`config.mk`:
```
export PLATFORM = sky130hd
export DESIGN_NAME = bcrf_ctrl
export DESIGN_NICKNAME = d
export VERILOG_FILES = /design/src/sv/bcrf_pkg.sv /design/src/sv/bcrf_ctrl.sv
export SDC_FILE = /design/constraint.sdc
export NUM_CORES = 1
export LEC_CHECK = 0
export BUFFER_PORTS_ARGS = -buffer_cell sky130_fd_sc_hd__buf_2
export CAP_MARGIN = 25
export CORE_MARGIN = 2
export CORE_UTILIZATION = 35
export DETAILED_ROUTE_END_ITERATION = 8
export SYNTH_ARGS = -nofsm -noshare
export SYNTH_HDL_FRONTEND = slang
export SYNTH_SLANG_ARGS = --single-unit
```
`constraint.sdc`:
```
create_clock -name clk_i -period 3.08 [get_ports clk_i]
set_input_delay 0.616 -clock clk_i [delete_from_list [all_inputs] [get_ports clk_i]]
set_output_delay 0.616 -clock clk_i [all_outputs]
set_load 0.005 [all_outputs]
```
`src/sv/bcrf_pkg.sv`:
```
// bcrf_pkg: shared types and constants of the border connected region fill block
// request and result structs, controller/datapath command and status structs, codes
// no dependencies
package bcrf_pkg;

  localparam int DEFAULT_MAX_ROWS = 64;
  localparam int DEFAULT_MAX_COLS = 64;
  localparam int CFG_ROWS_RST     = 64;
  localparam int CFG_COLS_RST     = 64;

  // operation codes
  localparam logic [1:0] OP_WRITE = 2'd0;
  localparam logic [1:0] OP_RUN   = 2'd1;
  localparam logic [1:0] OP_READ  = 2'd2;

  // cell codes held in the grid store
  localparam logic [1:0] CELL_CLOSED = 2'd0;
  localparam logic [1:0] CELL_OPEN   = 2'd1;
  localparam logic [1:0] CELL_MARKED = 2'd2;

  // register index, taken from paddr[2]
  localparam logic REG_ROWS = 1'b0;
  localparam logic REG_COLS = 1'b1;

  typedef struct packed {
    logic [1:0] op;
    logic [5:0] row;
    logic [5:0] col;
    logic       cell_in;
  } req_t;

  typedef struct packed {
    logic       cell_out;
    logic [1:0] op_done;
  } res_t;

  // controller to datapath
  typedef struct packed {
    logic accept;     // take request: latch op, write cell or issue cell read
    logic rd_cap;     // capture read cell into result
    logic cur_first;  // cursor to row 0, column 0
    logic brd_next;   // cursor to next border cell
    logic swp_next;   // cursor to next cell in raster order
    logic visit;      // mark cursor cell and push it if it reads open
    logic sweep;      // rewrite cursor cell: open to closed, marked to open
    logic pop;        // read frontier at head
    logic base_ld;    // popped cell becomes neighbor base
    logic rd_nb;      // read current neighbor, cursor follows
    logic nb_next;    // step to next neighbor
  } cmd_t;

  // datapath to controller
  typedef struct packed {
    logic q_empty;
    logic nb_ok;
    logic nb_last;
    logic brd_last;
    logic swp_last;
  } sts_t;

endpackage

```
`src/sv/bcrf_ctrl.sv`:
```
// bcrf_ctrl: sequencer of the region fill: request handling, border seeding,
// frontier drain and final sweep; depends on bcrf_pkg
module bcrf_ctrl import bcrf_pkg::*; (
  input  logic       clk_i,
  input  logic       rst_ni,
  input  logic       start_i,
  input  logic [1:0] op_i,
  input  sts_t       sts_i,
  output cmd_t       cmd_o,
  output logic       busy_o,
  output logic       done_o
);

  typedef enum logic [10:0] {
    S_IDLE    = 11'b000_0000_0001,
    S_RDW     = 11'b000_0000_0010,
    S_BRD_RD  = 11'b000_0000_0100,
    S_BRD_CHK = 11'b000_0000_1000,
    S_QTEST   = 11'b000_0001_0000,
    S_Q_LD    = 11'b000_0010_0000,
    S_NB_RD   = 11'b000_0100_0000,
    S_NB_CHK  = 11'b000_1000_0000,
    S_SW_RD   = 11'b001_0000_0000,
    S_SW_WR   = 11'b010_0000_0000,
    S_DONE    = 11'b100_0000_0000
  } state_e;

  state_e state_q, state_d;
  logic   accept;

  assign busy_o = !((state_q == S_IDLE) || (state_q == S_DONE));
  assign done_o = (state_q == S_DONE);
  assign accept = start_i && !busy_o;

  always_comb begin
    cmd_o   = '0;
    state_d = state_q;
    case (state_q)
      S_IDLE, S_DONE: begin
        if (accept) begin
          cmd_o.accept = 1'b1;
          case (op_i)
            OP_READ: begin
              state_d = S_RDW;
            end
            OP_RUN: begin
              cmd_o.cur_first = 1'b1;
              state_d         = S_BRD_RD;
            end
            default: begin
              state_d = S_DONE;
            end
          endcase
        end else begin
          state_d = S_IDLE;
        end
      end
      S_RDW: begin
        cmd_o.rd_cap = 1'b1;
        state_d      = S_DONE;
      end
      S_BRD_RD: begin
        state_d = S_BRD_CHK;
      end
      S_BRD_CHK: begin
        cmd_o.visit = 1'b1;
        if (sts_i.brd_last) begin
          state_d = S_QTEST;
        end else begin
          cmd_o.brd_next = 1'b1;
          state_d        = S_BRD_RD;
        end
      end
      S_QTEST: begin
        if (sts_i.q_empty) begin
          cmd_o.cur_first = 1'b1;
          state_d         = S_SW_RD;
        end else begin
          cmd_o.pop = 1'b1;
          state_d   = S_Q_LD;
        end
      end
      S_Q_LD: begin
        cmd_o.base_ld = 1'b1;
        state_d       = S_NB_RD;
      end
      S_NB_RD: begin
        if (sts_i.nb_ok) begin
          cmd_o.rd_nb = 1'b1;
          state_d     = S_NB_CHK;
        end else if (sts_i.nb_last) begin
          state_d = S_QTEST;
        end else begin
          cmd_o.nb_next = 1'b1;
        end
      end
      S_NB_CHK: begin
        cmd_o.visit = 1'b1;
        if (sts_i.nb_last) begin
          state_d = S_QTEST;
        end else begin
          cmd_o.nb_next = 1'b1;
          state_d       = S_NB_RD;
        end
      end
      S_SW_RD: begin
        state_d = S_SW_WR;
      end
      S_SW_WR: begin
        cmd_o.sweep = 1'b1;
        if (sts_i.swp_last) begin
          state_d = S_DONE;
        end else begin
          cmd_o.swp_next = 1'b1;
          state_d        = S_SW_RD;
        end
      end
      default: begin
        state_d = S_IDLE;
      end
    endcase
  end

  always_ff @(posedge clk_i or negedge rst_ni) begin
    if (!rst_ni) begin
      state_q <= S_IDLE;
    end else begin
      state_q <= state_d;
    end
  end

endmodule

```
==> results of run 1 <==
[path summary, 6_finish.rpt]
kind / start / to / slack, ps / cells past startpoint
worst min-delay path: rst_ni / state_q[7] / 200 / 1
max in group asynchronous: rst_ni / state_q[0] / 2610 / 1
worst max-delay path: state_q[6] / cmd_o[6] / 440 / 5
worst min register to register: state_q[10] / state_q[9] / 560 / 1
worst max register to register: state_q[6] / state_q[10] / 1290 / 5
min in group clk_i: sts_i[4] / state_q[5] / 540 / 2
[final cells by class]
type	instances	area (µm²)	share of cell area, %
flip-flops and latches	11	277	31.6
inverters	5	20.0	2.29
clock buffers	4	26.3	3.00
repair buffers	22	110	12.6
multi-input cells	54	408	46.6
well taps	27	33.8	3.86
[synthesized netlist by cell type (all sizes together), types with 2 or more instances]
cell	n
and3	2
and4	3
dfrtp	10
ha	2
inv	4
nand2	3
nand2b	2
nand3	2
nor2	7
nor2b	3
nor4	6
nor4b	3
xnor2	3
[power breakdown]
group	switching, µW	internal [µW]
sequential	27.3	163
combinational	72.6	70.4
clock	51.1	50.1
[cell families after synthesis]
family          share of synthesized area (%)
fa+ha+maj                                3.48
simple gates                             38.1
xor+xnor                                 4.87
compound gates                           10.3
buf+inv                                  4.87
flops                                    38.4
[critical path, cell delays in order (launching register included)]
cell and delay (ps):
dfrtp_1 490, nor4_4 400, nand2_2 130, or4b_4 520
nor2_1 100, buf_2 110
[layer usage]
metal	up-vias	GRT usage, %	wire length [µm]
met4	0	10.0	36
met3	4	0.920	52
met1	297	17.3	705
met5	-	0	0
li1	316	-	-
met2	16	23.0	742
[through the flow]
step / cell area [µm²] / hold slack [ps] / setup WS, ps / cells
floorplan: 719 / 320 / 924 / 72
global placement: 848 / 500 / 769 / 119
detailed placement: 848 / 504 / 755 / 119
CTS: 875 / 204 / 439 / 123
global route: 875 / 214 / 324 / 123
finish: 875 / 204 / 445 / 123
==> out/results.tsv, run 1 <==
stage	metric	value	unit
worst_setup_path	crit_path_start_kind	flop	
synthesis	avgSynthCellArea	9.99	µm²
global_route	grt_usage	14.0	%
power_and_ir_drop	p_leak	0.000472	µW
clock_network	post_cts_buffers	0	
synthesis	async_flop_share	100	%
final_layout	mostFrequentLayoutCell	buf_2	
global_route	grt_pass1_vias	592	
worst_setup_path	path_class	flop to output port	
run	max_cap_viol_count	0	
synthesis	mappedNetlistArea	719	µm²
timing	fmax	379	MHz
timing	finalMaxSlewViolations	0	
final_layout	regMostFlops	state_q	
worst_setup_path	critPathArrivalTime	2020	ps
clock_network	clockBufferDepth	2	
worst_setup_path	cp.required	2460	ps
power_and_ir_drop	peakVddDrop	0.224	mV
drt	via_count	633	
global_route	grt_start_max_net_pins	12	
clock_network	clock_latency	270	ps
final_layout	diodes	0	
timing	fin_crit_sh	85.6	%
clock_network	cts_tree	done	
drt	drt_iter0_markers	8	
drt	ant_nets	0	
timing	tightest_slew	526	ps
timing	fin_skew	2.86	ps
worst_setup_path	crit_path_max_fanout	9	
final_layout	nets	109	
synthesis	synthDominantCellAreaShare	34.8	%
final_layout	largest_register_ffs	11	
drt	vias_per_cell	5.15	
global_route	grt_first_pass_wirelength	2600	µm
synthesis	ys_seq_elements	11	
floorplanning	core	1940	µm²
synthesis	syn_nets	84	
placed_design	gp_congestion	0.756	
synthesis	synth_flop_cell	dfrtp_1	
final_layout	final_cell_mix	buf_2, dfrtp_1, nor2_1	
synthesis	ys_seq_area_share	38.4	%
placed_design	hpwl	1190	µm
clock_network	cts_hold_buf	0	
synthesis	synth_cell_types	37	
floorplanning	initial_core_util	37.0	%
final_layout	synthToLayoutAreaGrowth	21.6	%
power_and_ir_drop	total_power	434	µW
timing	final-hold-violation-count	0	
synthesis	synthTopCellsByArea	dfrtp_1, nor4_4, dfstp_2, nor2_1, and4_1	
final_layout	fin_util	45.0	%
clock_network	postCtsResizedCells	0	
synthesis	yosysWarnings	0	
drt	firstDrtPassIters	3	
floorplanning	dieWidth	49.3	µm
floorplanning	die_y	49.3	µm
synthesis	syn_inst	72	
floorplanning	io_pins	23	
timing	slew_headroom	64.7	%
clock_network	numCtsBuffers	3	
timing	min_period	2640	ps
final_layout	drive_gt1_share	32.3	%
timing	tns	0	ps
global_route	overflow	0	
drt	drc	0	
synthesis	yosysTopAreaCell	dfrtp_1	
floorplanning	rows	16	
clock_network	path_clk_slew	70	ps
synthesis	synth_edf_count	0	
timing	rsz0062_at_grt	no	
clock_network	ctsRootBufferMaster	clkbuf_4	
global_route	antenna_found_initial	0	
drt	avgRoutedWirePerCell	12.5	µm
clock_network	htreeDepth	1	
final_layout	top_regs	state_q: 11 flops	
clock_network	cts_sinks	11	
final_layout	fillers	204	
power_and_ir_drop	p_per_area	497	nW/µm²
outcome	status	complete, no violations	
worst_hold_path	hold_path_class	primary input to asynchronous set/reset pin	
drt	wl	1540	µm
floorplanning	dieArea	2430	µm²
worst_setup_path	end_kind	output port	
placed_design	portBuffers	22	
timing	setup_viol	0	
Power figures use the tool's default switching activity.
==> run 2: changes to the inputs <==
MAX_ROUTING_LAYER = met4   (was default)
REMOVE_ABC_BUFFERS = 1   (was default)
==> out/results.tsv, run 2 (synthesis gave the netlist of run 1 again) <==
stage	metric	value	unit	change
outcome	status	complete, no violations		unchanged
global_route	overflow	0		unchanged
drt	avgRoutedWirePerCell	12.8	µm	was 12.5 µm
clock_network	ctsRootBufferMaster	clkbuf_4		unchanged
global_route	grt_usage	15.4	%	was 14.0%
clock_network	clock_latency	280	ps	was 270 ps
clock_network	cts_sinks	11		unchanged
power_and_ir_drop	peakVddDrop	0.222	mV	was 0.224 mV
drt	firstDrtPassIters	2		was 3
worst_setup_path	crit_slowest_cell	or4b_4		unchanged
final_layout	drive_gt1_share	32.3	%	unchanged
clock_network	clockBufferDepth	2		unchanged
worst_setup_path	crit_path_start_kind	flop		unchanged
final_layout	fin_util	45.0	%	unchanged
final_layout	fillers	221		was 204
global_route	grt_pass1_vias	596		was 592
drt	drt_iter0_markers	3		was 8
timing	fmax	380	MHz	was 379 MHz
placed_design	gp_congestion	0.726		was 0.756
timing	tns	0	ps	unchanged
placed_design	portBuffers	22		unchanged
timing	fin_crit_sh	85.3	%	was 85.6%
clock_network	numCtsBuffers	3		unchanged
worst_setup_path	crit_path_max_fanout	9		unchanged
run	max_cap_viol_count	0		unchanged
timing	tightest_slew	469	ps	was 526 ps
clock_network	cts_hold_buf	0		unchanged
placed_design	hpwl	1220	µm	was 1190 µm
global_route	grt_first_pass_wirelength	2750	µm	was 2600 µm
worst_setup_path	cp.required	2460	ps	about the same
floorplanning	core	1940	µm²	unchanged
final_layout	top_regs	state_q: 11 flops		unchanged
worst_setup_path	crit_buf_inv	1		unchanged
power_and_ir_drop	p_leak	0.000472	µW	unchanged
final_layout	ff_latch_area	277	µm²	unchanged
final_layout	regMostFlops	state_q		unchanged
final_layout	diodes	0		unchanged
global_route	antenna_found_initial	0		unchanged
global_route	grt_start_max_net_pins	12		unchanged
final_layout	largest_register_ffs	11		unchanged
clock_network	htreeDepth	1		unchanged
clock_network	post_cts_buffers	0		unchanged
worst_setup_path	cp_cell_sequence	nor4_4 > nand2_2 > or4b_4 > nor2_1 > buf_2		unchanged
floorplanning	dieWidth	49.3	µm	unchanged
power_and_ir_drop	p_per_area	501	nW/µm²	was 497 nW/µm²
worst_setup_path	crit_family	simple AND/OR/NAND/NOR gates		unchanged
drt	ant_nets	0		unchanged
worst_setup_path	critPathArrivalTime	2010	ps	was 2020 ps
clock_network	path_clk_slew	80	ps	was 70 ps
worst_setup_path	end_kind	output port		unchanged
final_layout	synthToLayoutAreaGrowth	21.6	%	unchanged
floorplanning	dieArea	2430	µm²	unchanged
timing	final-hold-violation-count	0		unchanged
floorplanning	rows	16		unchanged
timing	fin_skew	5.56	ps	was 2.86 ps
floorplanning	io_pins	23		unchanged
timing	finalMaxSlewViolations	0		unchanged
final_layout	nets	109		unchanged
drt	wl	1570	µm	was 1540 µm
drt	via_count	628		was 633
worst_hold_path	hold_path_class	primary input to asynchronous set/reset pin		unchanged
clock_network	cts_tree	done		unchanged
floorplanning	initial_core_util	37.0	%	unchanged
floorplanning	die_y	49.3	µm	unchanged
timing	slew_headroom	68.5	%	was 64.7%
drt	vias_per_cell	5.11		was 5.15
worst_setup_path	path_class	flop to output port		unchanged
worst_setup_path	cpPeakStageDelay	520	ps	about the same
final_layout	multi_input_comb_area	408	µm²	unchanged
drt	drc	0		unchanged
final_layout	final_cell_mix	buf_2, dfrtp_1, nor2_1		unchanged
timing	min_period	2630	ps	was 2640 ps
final_layout	mostFrequentLayoutCell	buf_2		unchanged
timing	setup_viol	0		unchanged
timing	rsz0062_at_grt	no		unchanged
clock_network	postCtsResizedCells	0		unchanged
## run 2: cell counts in the layout (fill, tap and decap cells not counted)
No cell type changed its count.
## run 2: layout make-up
class,count,area share [%]
multi-input combinational,54,46.6
sequential,11,31.6
timing repair buffer,22,12.6
tap,27,3.86
clock buffer,4,3.00
inverter,5,2.29
## run 2: path summary, 6_finish.rpt
kind / startpoint / endpoint / slack, ps / cells after the start
setup / recovery: state_q[6] / cmd_o[6] / 450 / 5
hold / removal: rst_ni / state_q[6] / 190 / 1
setup reg to reg: state_q[6] / state_q[10] / 1290 / 5
hold reg to reg: state_q[10] / state_q[9] / 560 / 1
max in group asynchronous: rst_ni / state_q[0] / 2620 / 1
min in group clk_i: sts_i[0] / state_q[8] / 530 / 2
## run 2: stage by stage
stage	hold slack (ps)	setup WS [ps]	total power, µW	cells	instance area, µm²
floorplan	320	933	286	70	704
global placement	500	756	338	119	848
detailed placement	504	749	337	119	848
CTS	205	437	442	123	875
global route	207	260	466	123	875
finish	193	451	438	123	875
## run 2: layer usage
metal / global-route usage (%) / share of wire [%] / vias to the layer above
li1: - / - / 316
met1: 19.6 / 47 / 292
met2: 23.6 / 47 / 16
met3: 0.920 / 3.8 / 4
met4: 10.0 / 2.2 / 0
met5: - / 0 / -
## run 2: report_power, final
group / switching, µW / total [µW] / leakage [µW] / internal (µW)
logic: 71.7 / 142 / 0.000308 / 70.4
clock network: 55.8 / 106 / 0.0000150 / 50.2
registers: 27.5 / 190 / 0.000149 / 163
total: 155 / 438 / 0.000472 / 283
==> run 3: changes to the inputs <==
ABC_AREA = 1   (was default)
==> out/results.tsv, run 3 <==
stage	metric	value	unit	change
outcome	status	complete, no violations		unchanged
timing	fin_skew	2.83	ps	was 5.56 ps
worst_setup_path	critPathArrivalTime	1620	ps	was 2010 ps
final_layout	diodes	0		unchanged
clock_network	cts_sinks	11		unchanged
floorplanning	io_pins	23		unchanged
clock_network	cts_hold_buf	0		unchanged
worst_setup_path	path_class	flop to output port		unchanged
floorplanning	rows	16		unchanged
drt	drt_iter0_markers	29		was 3
timing	fin_crit_sh	72.7	%	was 85.3%
synthesis	syn_inst	110		was 72
global_route	grt.busiest_layer	met2		unchanged
placed_design	portBuffers	22		unchanged
synthesis	yosysTopAreaCell	dfrtp_1		unchanged
global_route	grt_start_max_net_pins	12		unchanged
worst_setup_path	cpPeakStageDelay	400	ps	was 520 ps
drt	avgRoutedWirePerCell	9.80	µm	was 12.8 µm
final_layout	fillers	217		was 221
worst_setup_path	end_kind	output port		unchanged
drt	vias_per_cell	4.58		was 5.11
power_and_ir_drop	p_leak	0.000575	µW	was 0.000472 µW
global_route	antenna_found_initial	0		unchanged
synthesis	yosysWarnings	0		unchanged
synthesis	avgSynthCellArea	6.69	µm²	was 9.99 µm²
global_route	use_met1	17.9	%	was 19.6%
floorplanning	initial_core_util	37.1	%	was 37.0%
final_layout	largest_register_ffs	11		unchanged
final_layout	top_regs	state_q: 11 flops		unchanged
timing	rsz0062_at_grt	no		unchanged
synthesis	synth_cell_types	16		was 37
worst_setup_path	crit_family	simple AND/OR/NAND/NOR gates		unchanged
worst_setup_path	cp_cell_sequence	nor2_1 > nand2_2 > nor2_2 > nand2_2 > nand2_2 > nand2_1 > o22ai_1 > buf_2		was nor4_4 > nand2_2 > or4b_4 > nor2_1 > buf_2
final_layout	mostFrequentLayoutCell	nand2_1		was buf_2
power_and_ir_drop	peakVddDrop	0.322	mV	was 0.222 mV
worst_setup_path	startpoint	state_q[7]		was state_q[6]
drt	firstDrtPassIters	4		was 2
final_layout	nets	149		was 109
drt	drc	0		unchanged
floorplanning	core	1980	µm²	was 1940 µm²
clock_network	clock_latency	270	ps	was 280 ps
timing	fmax	447	MHz	was 380 MHz
placed_design	gp_congestion	0.747		was 0.726
clock_network	cts_tree	done		unchanged
synthesis	synthTopCellsByArea	dfrtp_1, nand2_1, inv_1, nor2_1, nand2_2		was dfrtp_1, nor4_4, dfstp_2, nor2_1, and4_1
synthesis	synth_top_cells_by_count	nand2_1, inv_1, nor2_1		was dfrtp_1, nor2_1, inv_1, nor4_1
final_layout	final_cell_mix	nand2_1, buf_2, inv_1		was buf_2, dfrtp_1, nor2_1
drt	via_count	746		was 628
timing	tns	0	ps	unchanged
drt	wl	1600	µm	was 1570 µm
timing	final-hold-violation-count	0		unchanged
clock_network	htreeDepth	1		unchanged
global_route	overflow	0		unchanged
synthesis	synthDominantCellAreaShare	34.0	%	was 34.8%
worst_setup_path	crit_path_start_kind	flop		unchanged
clock_network	path_clk_slew	70	ps	was 80 ps
timing	slew_headroom	83.3	%	was 68.5%
final_layout	synthToLayoutAreaGrowth	23.1	%	was 21.6%
clock_network	numCtsBuffers	3		unchanged
synthesis	async_flop_share	100	%	unchanged
clock_network	postCtsResizedCells	0		unchanged
worst_setup_path	crit_slowest_cell	dfrtp_1		was or4b_4
worst_setup_path	cp.required	2460	ps	about the same
global_route	grt_usage	15.2	%	was 15.4%
floorplanning	die_y	49.8	µm	was 49.3 µm
timing	finalMaxSlewViolations	0		unchanged
synthesis	ys_seq_elements	11		unchanged
synthesis	mappedNetlistArea	736	µm²	was 719 µm²
floorplanning	dieWidth	49.8	µm	was 49.3 µm
synthesis	yosysMostFrequentCell	nand2_1		was dfrtp_1
timing	tightest_slew	248	ps	was 469 ps
synthesis	ys_seq_area_share	37.6	%	was 38.4%
synthesis	synth_flop_cell	dfrtp_1		unchanged
clock_network	clockBufferDepth	2		unchanged
worst_setup_path	crit_path_max_fanout	4		was 9
global_route	grt_pass1_vias	691		was 596
worst_setup_path	path_common_cell	nand2_2		
global_route	use_met3	3.03	%	was 0.920%
timing	setup_viol	0		unchanged
final_layout	regMostFlops	state_q		unchanged
drt	ant_nets	0		unchanged
final_layout	drive_gt1_share	29.4	%	was 32.3%
worst_setup_path	r2r_start	state_q[10]		was state_q[6]
synthesis	synth_edf_count	0		unchanged
clock_network	ctsRootBufferMaster	clkbuf_4		unchanged
placed_design	hpwl	1340	µm	was 1220 µm
timing	min_period	2240	ps	was 2630 ps
worst_setup_path	crit_buf_inv	1		unchanged
global_route	grtUsageMet2	24.2	%	was 23.6%
global_route	grt_first_pass_wirelength	2760	µm	was 2750 µm
clock_network	post_cts_buffers	0		unchanged
run	max_cap_viol_count	0		unchanged
floorplanning	dieArea	2480	µm²	was 2430 µm²
worst_hold_path	hold_path_class	primary input to asynchronous set/reset pin		unchanged
power_and_ir_drop	total_power	461	µW	was 438 µW
power_and_ir_drop	p_per_area	509	nW/µm²	was 501 nW/µm²
==> run 3: cell count changes after synthesis, moves of 3 or more <==
cell     change
nand2_1     +24
inv_1       +17
nor2_1      +10
nand2_2      +5
nor3_1       +5
nand3_1      +4
nor2_2       +4
nor4_1       -4
and4_1       -3
nor2b_1      -3
nor4b_1      -3
xnor2_1      -3
==> run 3: kinds of logic after synthesis <==
group	synth area share (%)
AO/OA/AOI/OAI	3.91
AND/OR/NAND/NOR	43.4
adder cells (fa/ha/maj)	3.40
flip-flops	37.6
buffers and inverters	11.7
==> run 3: power breakdown <==
part	total, µW	switching, µW	internal (µW)
Sequential	179	14.8	164
Combinational	183	113	70.9
Clock	98.6	48.4	50.2
Total	461	176	285
==> run 3: per-layer routing <==
metal	share of wire (%)	vias up
li1	-	385
met1	48	327
met2	44	30
met3	6.8	4
met4	1.9	0
met5	0	-
==> run 3: path summary, 6_finish.rpt <==
| path | endpoint | slack [ps] | depth (start not counted) |
|---|---|---|---|
| setup / recovery | cmd_o[8] | 840 | 8 |
| hold / removal | state_q[6] | 200 | 1 |
| setup reg to reg | state_q[4] | 1750 | 7 |
| hold reg to reg | state_q[3] | 580 | 2 |
| max in group asynchronous | state_q[0] | 2610 | 1 |
| min in group clk_i | state_q[5] | 520 | 2 |
==> run 3: cell type report <==
class	instances	area (µm²)	share of cell area, %
multi-input cells	76	373	41.2
flip-flops and latches	11	277	30.5
repair buffers	22	110	12.2
inverters	23	86.3	9.53
well taps	27	33.8	3.73
clock buffers	4	26.3	2.90
==> run 3: stage by stage <==
stage,util (%),cells,worst slack (ps),hold slack (ps),area (µm²)
2_1_floorplan,-,110,1350,320,736
3_3_place_gp,44.4,159,1160,501,880
3_5_place_dp,44.4,159,1140,503,880
4_1_cts,45.7,163,841,214,906
5_1_grt,45.7,163,705,214,906
6_report,45.7,163,842,204,906
